`src/rtl/fcfs_pkg.sv`:
```
// Shared types and constants for the first-come-first-served schedule calculator.
// Holds the request, response and table entry layouts; depends on nothing else.
package fcfs_pkg;

   // Width of all schedule times (wait and finish).
   localparam int TIME_W = 21;

   // One process descriptor as loaded by the host.
   typedef struct packed {
      logic [7:0]  proc_id;
      logic [15:0] arrival_time;
      logic [15:0] burst_time;
      logic        last;
   } req_type;

   // One scheduled process as reported to the host.
   typedef struct packed {
      logic [7:0]        out_id;
      logic [15:0]       out_arrival;
      logic [15:0]       out_burst;
      logic [TIME_W-1:0] wait_time;
      logic [TIME_W-1:0] finish_time;
      logic              dropped;
      logic              out_last;
   } rsp_type;

   // One stored entry of the process table.
   typedef struct packed {
      logic [7:0]  id;
      logic [15:0] arrival;
      logic [15:0] burst;
   } entry_type;

endpackage

```
`src/rtl/fcfs_schedule_calculator.sv`:
```
// Loading accepts an item whenever start is high and busy is low. A closing item keeps busy
// high through the exchange sort over the table RAM, which takes one compare per pair and
// reads, holds and writes back each outer row, and then through one result per cycle.
// The single-port table read and the one shared compare set how long busy stays high.
// Results are one-cycle strobes that the receiver cannot stall; the last result coincides
// with busy falling. Synchronous active-high reset empties the batch and returns to loading.
//
// Top level of the schedule calculator: table RAM, sort sequencer and schedule pass.
// Depends on fcfs_pkg for the request, response and entry types.
module fcfs_schedule_calculator #(
   parameter int MAX_PROCS = 16
) (
   input  logic             clock,
   input  logic             reset,
   input  logic             start,
   output logic             busy,
   input  fcfs_pkg::req_type req_data,
   output logic             rsp_valid,
   output fcfs_pkg::rsp_type rsp_data
);

   localparam int CNT_W = $clog2(MAX_PROCS + 1);
   localparam int IDX_W = (MAX_PROCS > 1) ? $clog2(MAX_PROCS) : 1;
   localparam int TW    = fcfs_pkg::TIME_W;

   typedef enum logic [2:0] {
      ST_LOAD,
      ST_SORT_READ,
      ST_SORT_HOLD,
      ST_SORT_CMP,
      ST_SORT_WB,
      ST_RUN_READ,
      ST_RUN_OUT
   } state_type;

   // Control and payload registers.
   state_type           state_ff, state_in;
   logic [CNT_W-1:0]    cnt_ff, cnt_in;
   logic                ovf_ff, ovf_in;
   logic [IDX_W-1:0]    a_ff, a_in;
   logic [IDX_W-1:0]    b_ff, b_in;
   logic [IDX_W-1:0]    k_ff, k_in;
   logic [TW-1:0]       cur_ff, cur_in;
   fcfs_pkg::entry_type hold_ff, hold_in;
   logic                rsp_valid_ff, rsp_valid_in;
   fcfs_pkg::rsp_type   rsp_ff, rsp_in;

   // Table RAM: one write port and one registered read port.
   fcfs_pkg::entry_type mem [MAX_PROCS];
   fcfs_pkg::entry_type rd_data_ff;
   logic [IDX_W-1:0]    rd_addr;
   logic                mem_we;
   logic [IDX_W-1:0]    mem_wa;
   fcfs_pkg::entry_type mem_wd;

   // Schedule arithmetic on the entry just read.
   logic [TW-1:0] arr_ext;
   logic [TW-1:0] begin_time;
   logic [TW-1:0] wait_val;
   logic [TW-1:0] finish_val;

   logic             accept;
   logic             full;
   logic [CNT_W-1:0] a_next;
   logic [CNT_W-1:0] b_next;
   logic [CNT_W-1:0] k_next;

   assign accept = start && (state_ff == ST_LOAD);
   assign full   = (cnt_ff == CNT_W'(MAX_PROCS));
   assign a_next = CNT_W'(a_ff) + CNT_W'(1);
   assign b_next = CNT_W'(b_ff) + CNT_W'(1);
   assign k_next = CNT_W'(k_ff) + CNT_W'(1);

   // The processor idles up to the arrival if it is free earlier.
   assign arr_ext    = TW'(rd_data_ff.arrival);
   assign begin_time = (cur_ff < arr_ext) ? arr_ext : cur_ff;
   assign wait_val   = begin_time - arr_ext;
   assign finish_val = begin_time + TW'(rd_data_ff.burst);

   // Sequencer: loading, exchange sort with the outer entry held in a register, schedule.
   always_comb begin
      state_in     = state_ff;
      cnt_in       = cnt_ff;
      ovf_in       = ovf_ff;
      a_in         = a_ff;
      b_in         = b_ff;
      k_in         = k_ff;
      cur_in       = cur_ff;
      hold_in      = hold_ff;
      rsp_valid_in = 1'b0;
      rsp_in       = rsp_ff;
      rd_addr      = a_ff;
      mem_we       = 1'b0;
      mem_wa       = cnt_ff[IDX_W-1:0];
      mem_wd       = hold_ff;

      unique case (state_ff)
         ST_LOAD: begin
            mem_wd = '{id: req_data.proc_id, arrival: req_data.arrival_time,
                       burst: req_data.burst_time};
            if (accept) begin
               if (full) begin
                  ovf_in = 1'b1;
               end else begin
                  mem_we = 1'b1;
                  cnt_in = cnt_ff + CNT_W'(1);
               end
               if (req_data.last) begin
                  a_in     = '0;
                  state_in = ST_SORT_READ;
               end
            end
         end

         ST_SORT_READ: begin
            // Outer index done once it reaches the last row.
            rd_addr = a_ff;
            if (a_next >= cnt_ff) begin
               k_in     = '0;
               state_in = ST_RUN_READ;
            end else begin
               state_in = ST_SORT_HOLD;
            end
         end

         ST_SORT_HOLD: begin
            hold_in  = rd_data_ff;
            rd_addr  = a_next[IDX_W-1:0];
            b_in     = a_next[IDX_W-1:0];
            state_in = ST_SORT_CMP;
         end

         ST_SORT_CMP: begin
            // Swap the held entry with row b when it arrives later.
            rd_addr = b_next[IDX_W-1:0];
            if (hold_ff.arrival > rd_data_ff.arrival) begin
               mem_we  = 1'b1;
               mem_wa  = b_ff;
               mem_wd  = hold_ff;
               hold_in = rd_data_ff;
            end
            if (b_next == cnt_ff) begin
               state_in = ST_SORT_WB;
            end else begin
               b_in = b_next[IDX_W-1:0];
            end
         end

         ST_SORT_WB: begin
            mem_we   = 1'b1;
            mem_wa   = a_ff;
            mem_wd   = hold_ff;
            a_in     = a_next[IDX_W-1:0];
            state_in = ST_SORT_READ;
         end

         ST_RUN_READ: begin
            rd_addr  = k_ff;
            cur_in   = '0;
            state_in = ST_RUN_OUT;
         end

         ST_RUN_OUT: begin
            // One result per cycle while the next row is being read.
            rd_addr      = k_next[IDX_W-1:0];
            cur_in       = finish_val;
            rsp_valid_in = 1'b1;
            rsp_in       = '{out_id: rd_data_ff.id, out_arrival: rd_data_ff.arrival,
                             out_burst: rd_data_ff.burst, wait_time: wait_val,
                             finish_time: finish_val, dropped: ovf_ff,
                             out_last: (k_next == cnt_ff)};
            if (k_next == cnt_ff) begin
               cnt_in   = '0;
               ovf_in   = 1'b0;
               cur_in   = '0;
               k_in     = '0;
               state_in = ST_LOAD;
            end else begin
               k_in = k_next[IDX_W-1:0];
            end
         end

         default: begin
            state_in = ST_LOAD;
         end
      endcase
   end

   // State and registered outputs.
   always_ff @(posedge clock) begin
      if (reset) begin
         state_ff     <= ST_LOAD;
         cnt_ff       <= '0;
         ovf_ff       <= 1'b0;
         a_ff         <= '0;
         b_ff         <= '0;
         k_ff         <= '0;
         cur_ff       <= '0;
         rsp_valid_ff <= 1'b0;
      end else begin
         state_ff     <= state_in;
         cnt_ff       <= cnt_in;
         ovf_ff       <= ovf_in;
         a_ff         <= a_in;
         b_ff         <= b_in;
         k_ff         <= k_in;
         cur_ff       <= cur_in;
         rsp_valid_ff <= rsp_valid_in;
      end
      hold_ff <= hold_in;
      rsp_ff  <= rsp_in;
   end

   // Table RAM write and registered read.
   always_ff @(posedge clock) begin
      if (mem_we) begin
         mem[mem_wa] <= mem_wd;
      end
      rd_data_ff <= mem[rd_addr];
   end

   assign busy      = (state_ff != ST_LOAD);
   assign rsp_valid = rsp_valid_ff;
   assign rsp_data  = rsp_ff;

`ifndef SYNTHESIS
   // A result only follows a cycle in which the block was working on a batch.
   a_rsp_after_busy: assert property (@(posedge clock) disable iff (reset)
      rsp_valid |-> $past(busy))
      else $error("result strobe without a batch in progress");

   // The fill count never passes the table depth.
   a_cnt_range: assert property (@(posedge clock) disable iff (reset)
      cnt_ff <= CNT_W'(MAX_PROCS))
      else $error("entry count beyond table depth");

   // A closing item always starts the sort and schedule.
   a_last_busy: assert property (@(posedge clock) disable iff (reset)
      (start && !busy && req_data.last) |=> busy)
      else $error("closing item did not start the batch");

   // The final result of a batch hands control back to loading.
   a_last_idle: assert property (@(posedge clock) disable iff (reset)
      (rsp_valid && rsp_data.out_last) |-> !busy)
      else $error("block still busy after the final result");
`endif

endmodule

```
`config.mk`:
```
export PLATFORM = sky130hd
export DESIGN_NAME = fcfs_schedule_calculator
export DESIGN_NICKNAME = d
export VERILOG_FILES = /design/src/rtl/fcfs_pkg.sv /design/src/rtl/fcfs_schedule_calculator.sv
export SDC_FILE = /design/constraint.sdc
export NUM_CORES = 1
export LEC_CHECK = 0
export BUFFER_PORTS_ARGS = -buffer_cell sky130_fd_sc_hd__buf_2
export CAP_MARGIN = 0
export CORE_UTILIZATION = 56
export CTS_CLUSTER_DIAMETER = 40
export DETAILED_ROUTE_END_ITERATION = 6
export PLACE_DENSITY = 0.82
export SLEW_MARGIN = 5
export SYNTH_ARGS = -nofsm -noshare
export SYNTH_HDL_FRONTEND = slang
export SYNTH_SLANG_ARGS = --single-unit
```
`constraint.sdc`:
```
create_clock -name clock -period 4.6 [get_ports clock]
set_input_delay 0.23 -clock clock [delete_from_list [all_inputs] [get_ports clock]]
set_output_delay 0.23 -clock clock [all_outputs]
set_load 0.01 [all_outputs]
```
# Word-level counts from Yosys, hierarchy flattened

Memory sizes are Yosys's and may differ from the RTL's. A register that Yosys moved wholly into a read port is not among the register bits.
Index checks and enable logic that the tools add are counted.

Add/subtract/negate cells: 6
$lt $le $gt $ge: 3
Eq/ne operators: 18
Muxes and demuxes: 38
Reduce and logical (&&, ||, !) cells: 15

Operators by type and width:

| kind                                          | count |
|---|---|
| two-way mux 40 bit                            | 2 |
| one-hot mux 40 bit (2 select lines)           | 1 |
| two-way mux 21 bit                            | 2 |
| one-hot mux 21 bit (2 select lines)           | 1 |
| one-hot mux 4 bit (2 select lines)            | 4 |
| two-way mux 4 bit                             | 6 |
| adder 21 x 16 -> 21 bit                       | 1 |
| less-than comparator 21 x 16 -> 1 bit         | 1 |
| one-hot mux 3 bit (7 select lines)            | 1 |
| subtractor 21 x 16 -> 21 bit                  | 1 |
| inequality test 2 bit, second input constant  | 9 |
| greater-than comparator 16 bit                | 1 |
| one-hot mux 4 bit (4 select lines)            | 1 |
| adder 4 x 1 -> 5 bit, second input constant   | 3 |
| two-way mux 3 bit                             | 5 |
| two-way mux 5 bit                             | 3 |
| AND reduction 4 bit                           | 3 |
| == test 5 bit                                 | 2 |
| one-hot mux 5 bit (2 select lines)            | 1 |
| nonzero test 2 bit                            | 5 |
| == test 3 bit, second input constant          | 3 |
| two-way mux 1 bit                             | 9 |
| == test 3 x 2 -> 1 bit, second input constant | 2 |
| AND reduction 2 bit                           | 3 |
| 10 further kinds                              | 10 |

Flip-flop bits (word level): 167
RAM bits: 640
Bits of input ports: 44
Logic and storage cells: 99
Memories: 1

Memory list:

| memory | words | bits a word | rd ports | clocked after memory_dff | wr ports | RTL line                       | text |
|---|---|---|---|---|---|---|---|
| mem    | 16    | 40          | 1        | 1                        | 1        | fcfs_schedule_calculator.sv:49 | `fcfs_pkg::entry_type mem [MAX_PROCS];` |

# Depth between registers and ports, before layout

Depth after elaboration: 6
Depth in mapped cells: 21
Mapped depth without buffers: 19

# Least setup slack after synthesis

OpenSTA, ideal clock, no wires.

Kind: reg-to-reg
From: register, netlist name arr_ext[1]
To: register rsp_ff (netlist bit rsp_data[39]) (data pin)
Arrival time: 4.220 ns
Data required time: 4.332 ns
Setup slack: 0.112 ns
Stages on the path, launching flop included: 21
Path buffers: 2
Path through: dfxtp_1 > inv_1 > ha_1 > a21o_1 > a21o_1 > a211o_1 > a21oi_1 > o31a_1 > buf_4 > buf_4 > mux2i_1 > ha_1 > inv_1 > fa_1 > a21oi_2 > o22ai_1 > o41a_1 > a221o_1 > a2111oi_4 > o21bai_1 > xnor2_1

Word-level cells in the longest chain between the ends: 3

Ends and longest elaborated chain:

| what                                  | RTL line                        | text |
|---|---|---|
| less-than comparator 21 x 16 -> 1 bit | fcfs_schedule_calculator.sv:76  | `assign begin_time = (cur_ff < arr_ext) ? arr_ext : cur_ff;` |
| two-way mux 21 bit                    | fcfs_schedule_calculator.sv:76  |  |
| subtractor 21 x 16 -> 21 bit (*)      | fcfs_schedule_calculator.sv:77  | `assign wait_val = begin_time - arr_ext;` |
| named net wait_val[16]                | fcfs_schedule_calculator.sv:59  | `logic [TW-1:0] wait_val;` |
| end signal: assignment                | fcfs_schedule_calculator.sv:211 | `rsp_ff <= rsp_in;` |
| end: declaration                      | fcfs_schedule_calculator.sv:46  | `fcfs_pkg::rsp_type rsp_ff, rsp_in;` |

The timed path passes the listed nets; every way through them passes the cells marked *.
A chain may end at the register's enable or synchronous reset.

# Final worst setup path

From: register, netlist name arr_ext[1]
To: register rsp_ff (netlist bit rsp_data[41]) (data pin)

Word-level cells in the longest chain between the ends: 3

Ends and longest elaborated chain:

| what                                  | RTL line |
|---|---|
| less-than comparator 21 x 16 -> 1 bit | fcfs_schedule_calculator.sv:76 |
| two-way mux 21 bit                    | fcfs_schedule_calculator.sv:76 |
| subtractor 21 x 16 -> 21 bit (*)      | fcfs_schedule_calculator.sv:77 |
| named net wait_val[18]                | fcfs_schedule_calculator.sv:59 |

Marked as above.

==> run metrics <==
Critical Path AT approximately 5 ns; met2 Use GR between 40 and 50%; endpoints failing hold 0; # port buffers 129; area of the mapped netlist approximately 0.036 mm2; gate count after technology mapping about 2,200; RSZ-0062 raised after global routing yes; Post-synth EDFFs around 760; Hold Crit Class in -> reg; final slew viol count 0; Area contributors post-synth edfxtp_1 64%, mux2i_1 17%, dfxtp_1 4.6%; CTS tree yes; post-synthesis cell type count 81; clk buf depth 3; Most Crowded Layer GR met2; Detailed Routing Iterations Pass 1 7; share of the synthesized area in the top cell type a little under two thirds; H-Tree Depth 3; clock-pin slew on the worst setup and hold paths about 0.060 ns; Starting Density a little under three fifths; CTS root buf clkbuf_16; status completed; post-synth net total around 2,300; first-pass GRT wire length 127,000 um; Synth Flop Type edfxtp_1; Filler cells between 4,000 and 5,000; core area between 0.06 and 0.07 mm2; Seq/Total Area, Yosys about two thirds; Routed wire per std cell about 26 um; VDD IR max roughly 0.00049 V; GRT Util Overall around a quarter; FF+latch area about 0.025 mm2; synth-to-layout area growth 16.7%; most frequent cell after synthesis edfxtp_1; I/O Pins 130; via count around 20,000; # DRC 0; Max Fanout on Critical Path 4; most frequent cells after synthesis 764 x edfxtp_1, 608 x mux2i_1, 83 x dfxtp_1; Crit Path Category reg -> reg; Routability Congestion roughly 0.9; Synth Area per Inst approximately 17 um2; die span in y between 200 and 300 um; # nets final about 2,500; pin count of the biggest net entering global routing 100; Num CTS Buffers between 90 and 100; Req. time, crit path around 5.0 ns; Slew HR a little over a third; vias in the first global route 20,800; final period utilization approximately 100%; layout cells sized above 1 21.2%; die area about 0.065 mm2; post-DR vias/cell between 6 and 7; Rows just over 90; Power Dens Cells between 600 and 700 mW/mm2; area leader, netlist edfxtp_1; LEAKAGE ~0.016 uW; antenna violation net count after detailed routing 0; synth warn 0; CTS sink count roughly 850; post-synthesis register bit count about 850; Starting DRT DRC Count about 1,800; Clock Latency Late Sink ~0.67 ns; max_cap viols 0; Core Util, Final 66.4%; chip width between 200 and 300 um; hpwl dp just over 50,000 um; Clock Skews ~0.043 ns; CP Capture Type flip-flop; Startpoint Class flip-flop; total global routing overflow 0; Global Route met3 Usage under 10%; Peak Freq 217 MHz; met1 Use GR approximately 34%; asr flop ratio synth 0%; routed wire length between 80,000 and 90,000 um; antenna violations before repair 5; minimum clock period ~4.6 ns; total power roughly 28,000 uW; area of the multi-input gates 0.0109 mm2; setup violators final 0; Slew @ Worst Pin roughly 1 ns
## metrics by stage
stage	setup TNS [ns]	hold WS, ns	area (um2)	std cells	setup slack [ns]
final	0	0.103	41900	3353	0.000136
after detailed placement	-0.696	0.418	38200	3152	-0.121
after CTS	0	0.0683	41800	3343	0.00731
after global routing	-0.378	0.114	41900	3351	-0.0871
after floorplan	0	0.380	35900	2175	0.112
after global placement	0	0.417	38200	3152	0.0181
## layout by cell type, fill, tap and decap left out, types with 19 or more instances in the layout
cell type and instances:
xor2_1 19, buf_2 129, nand2_1 40, inv_1 34, o21ai_0 22, dfxtp_1 81, mux2i_1 608, a21o_1 19
ha_1 70, xnor2_1 33, mux2_2 51, edfxtp_1 764, a21oi_1 36, clkbuf_16 100, nor2_1 50, nand3_1 20
buf_4 92
## state kept, by name, indices dropped and copies added, names as in the netlist
name,count
a_ff,4
arr_ext,16
b_ff,4
cnt_ff,5
cur_ff,21
hold_ff,40
k_ff,4
mem,640
ovf_ff,1
rd_data_ff,24
rsp_data,84
rsp_valid,1
state_ff,3
## final timing paths
path              slack, ns  depth (start not counted)            from           end
setup / recovery     0.0001                         19      arr_ext[1]  rsp_data[41]
hold / removal         0.10                          2    req_data[37]   mem[13][36]
setup reg to reg     0.0001                         19      arr_ext[1]  rsp_data[41]
hold reg to reg        0.43                          0  rd_data_ff[36]  rsp_data[80]
## logic make-up (layout without fill, tap and decap cells)
family | Yosys count | in the layout | synth area share (%)
XOR/XNOR | 53 | 53 | 1.31
multiplexers | 668 | 668 | 18.8
flip-flops | 847 | 847 | 68.4
adder cells (fa/ha/maj) | 78 | 78 | 2.76
AND/OR/NAND/NOR | 206 | 206 | 2.82
AO/OA/AOI/OAI | 186 | 186 | 3.78
buffers and inverters | 137 | 467 | 2.07
other | 0 | 2 | 0
## critical path, stage by stage, from the launching register on
cell and delay (ns):
dfxtp_2 0.33, inv_2 0.05, ha_4 0.22, a21o_1 0.15
a21o_1 0.16, a211o_1 0.26, a21oi_2 0.15, o31a_1 0.27
buf_4 0.15, mux2i_1 0.19, ha_2 0.21, inv_2 0.04
fa_2 0.37, a21oi_2 0.20, o22ai_2 0.10, o41a_1 0.45
a221o_1 0.39, a2111oi_4 0.38, o21ai_1 0.13, xnor2_1 0.14
## cell type report
class	instances	area share [%]
antenna	2	0.0119
clock buffer	108	6.09
clock inverter	80	2.16
inverter	37	0.337
multi-input combinational	1191	26.1
sequential	847	58.7
tap	846	2.52
timing repair buffer	242	4.12
## routing by layer
metal | share of wire, % | vias up
li1 | - | 8942
met1 | 39 | 10200
met2 | 49 | 979
met3 | 7.9 | 208
met4 | 3.9 | 2
met5 | 0.013 | -
## timing repair
action	CTS	global route
buffers inserted	2	8
setup endpoints to repair	15	21
hold buffers	1	0
endpoints found under the hold margin	1	0
pin swaps	4	19
gates resized for setup	8	25
## power by group
part / internal (uW) / total, uW / switching (uW)
Clock: 4750 / 8030 / 3280
Combinational: 3340 / 8820 / 5470
Sequential: 10300 / 10800 / 456
Note: power is estimated with default switching activity, not from simulation.
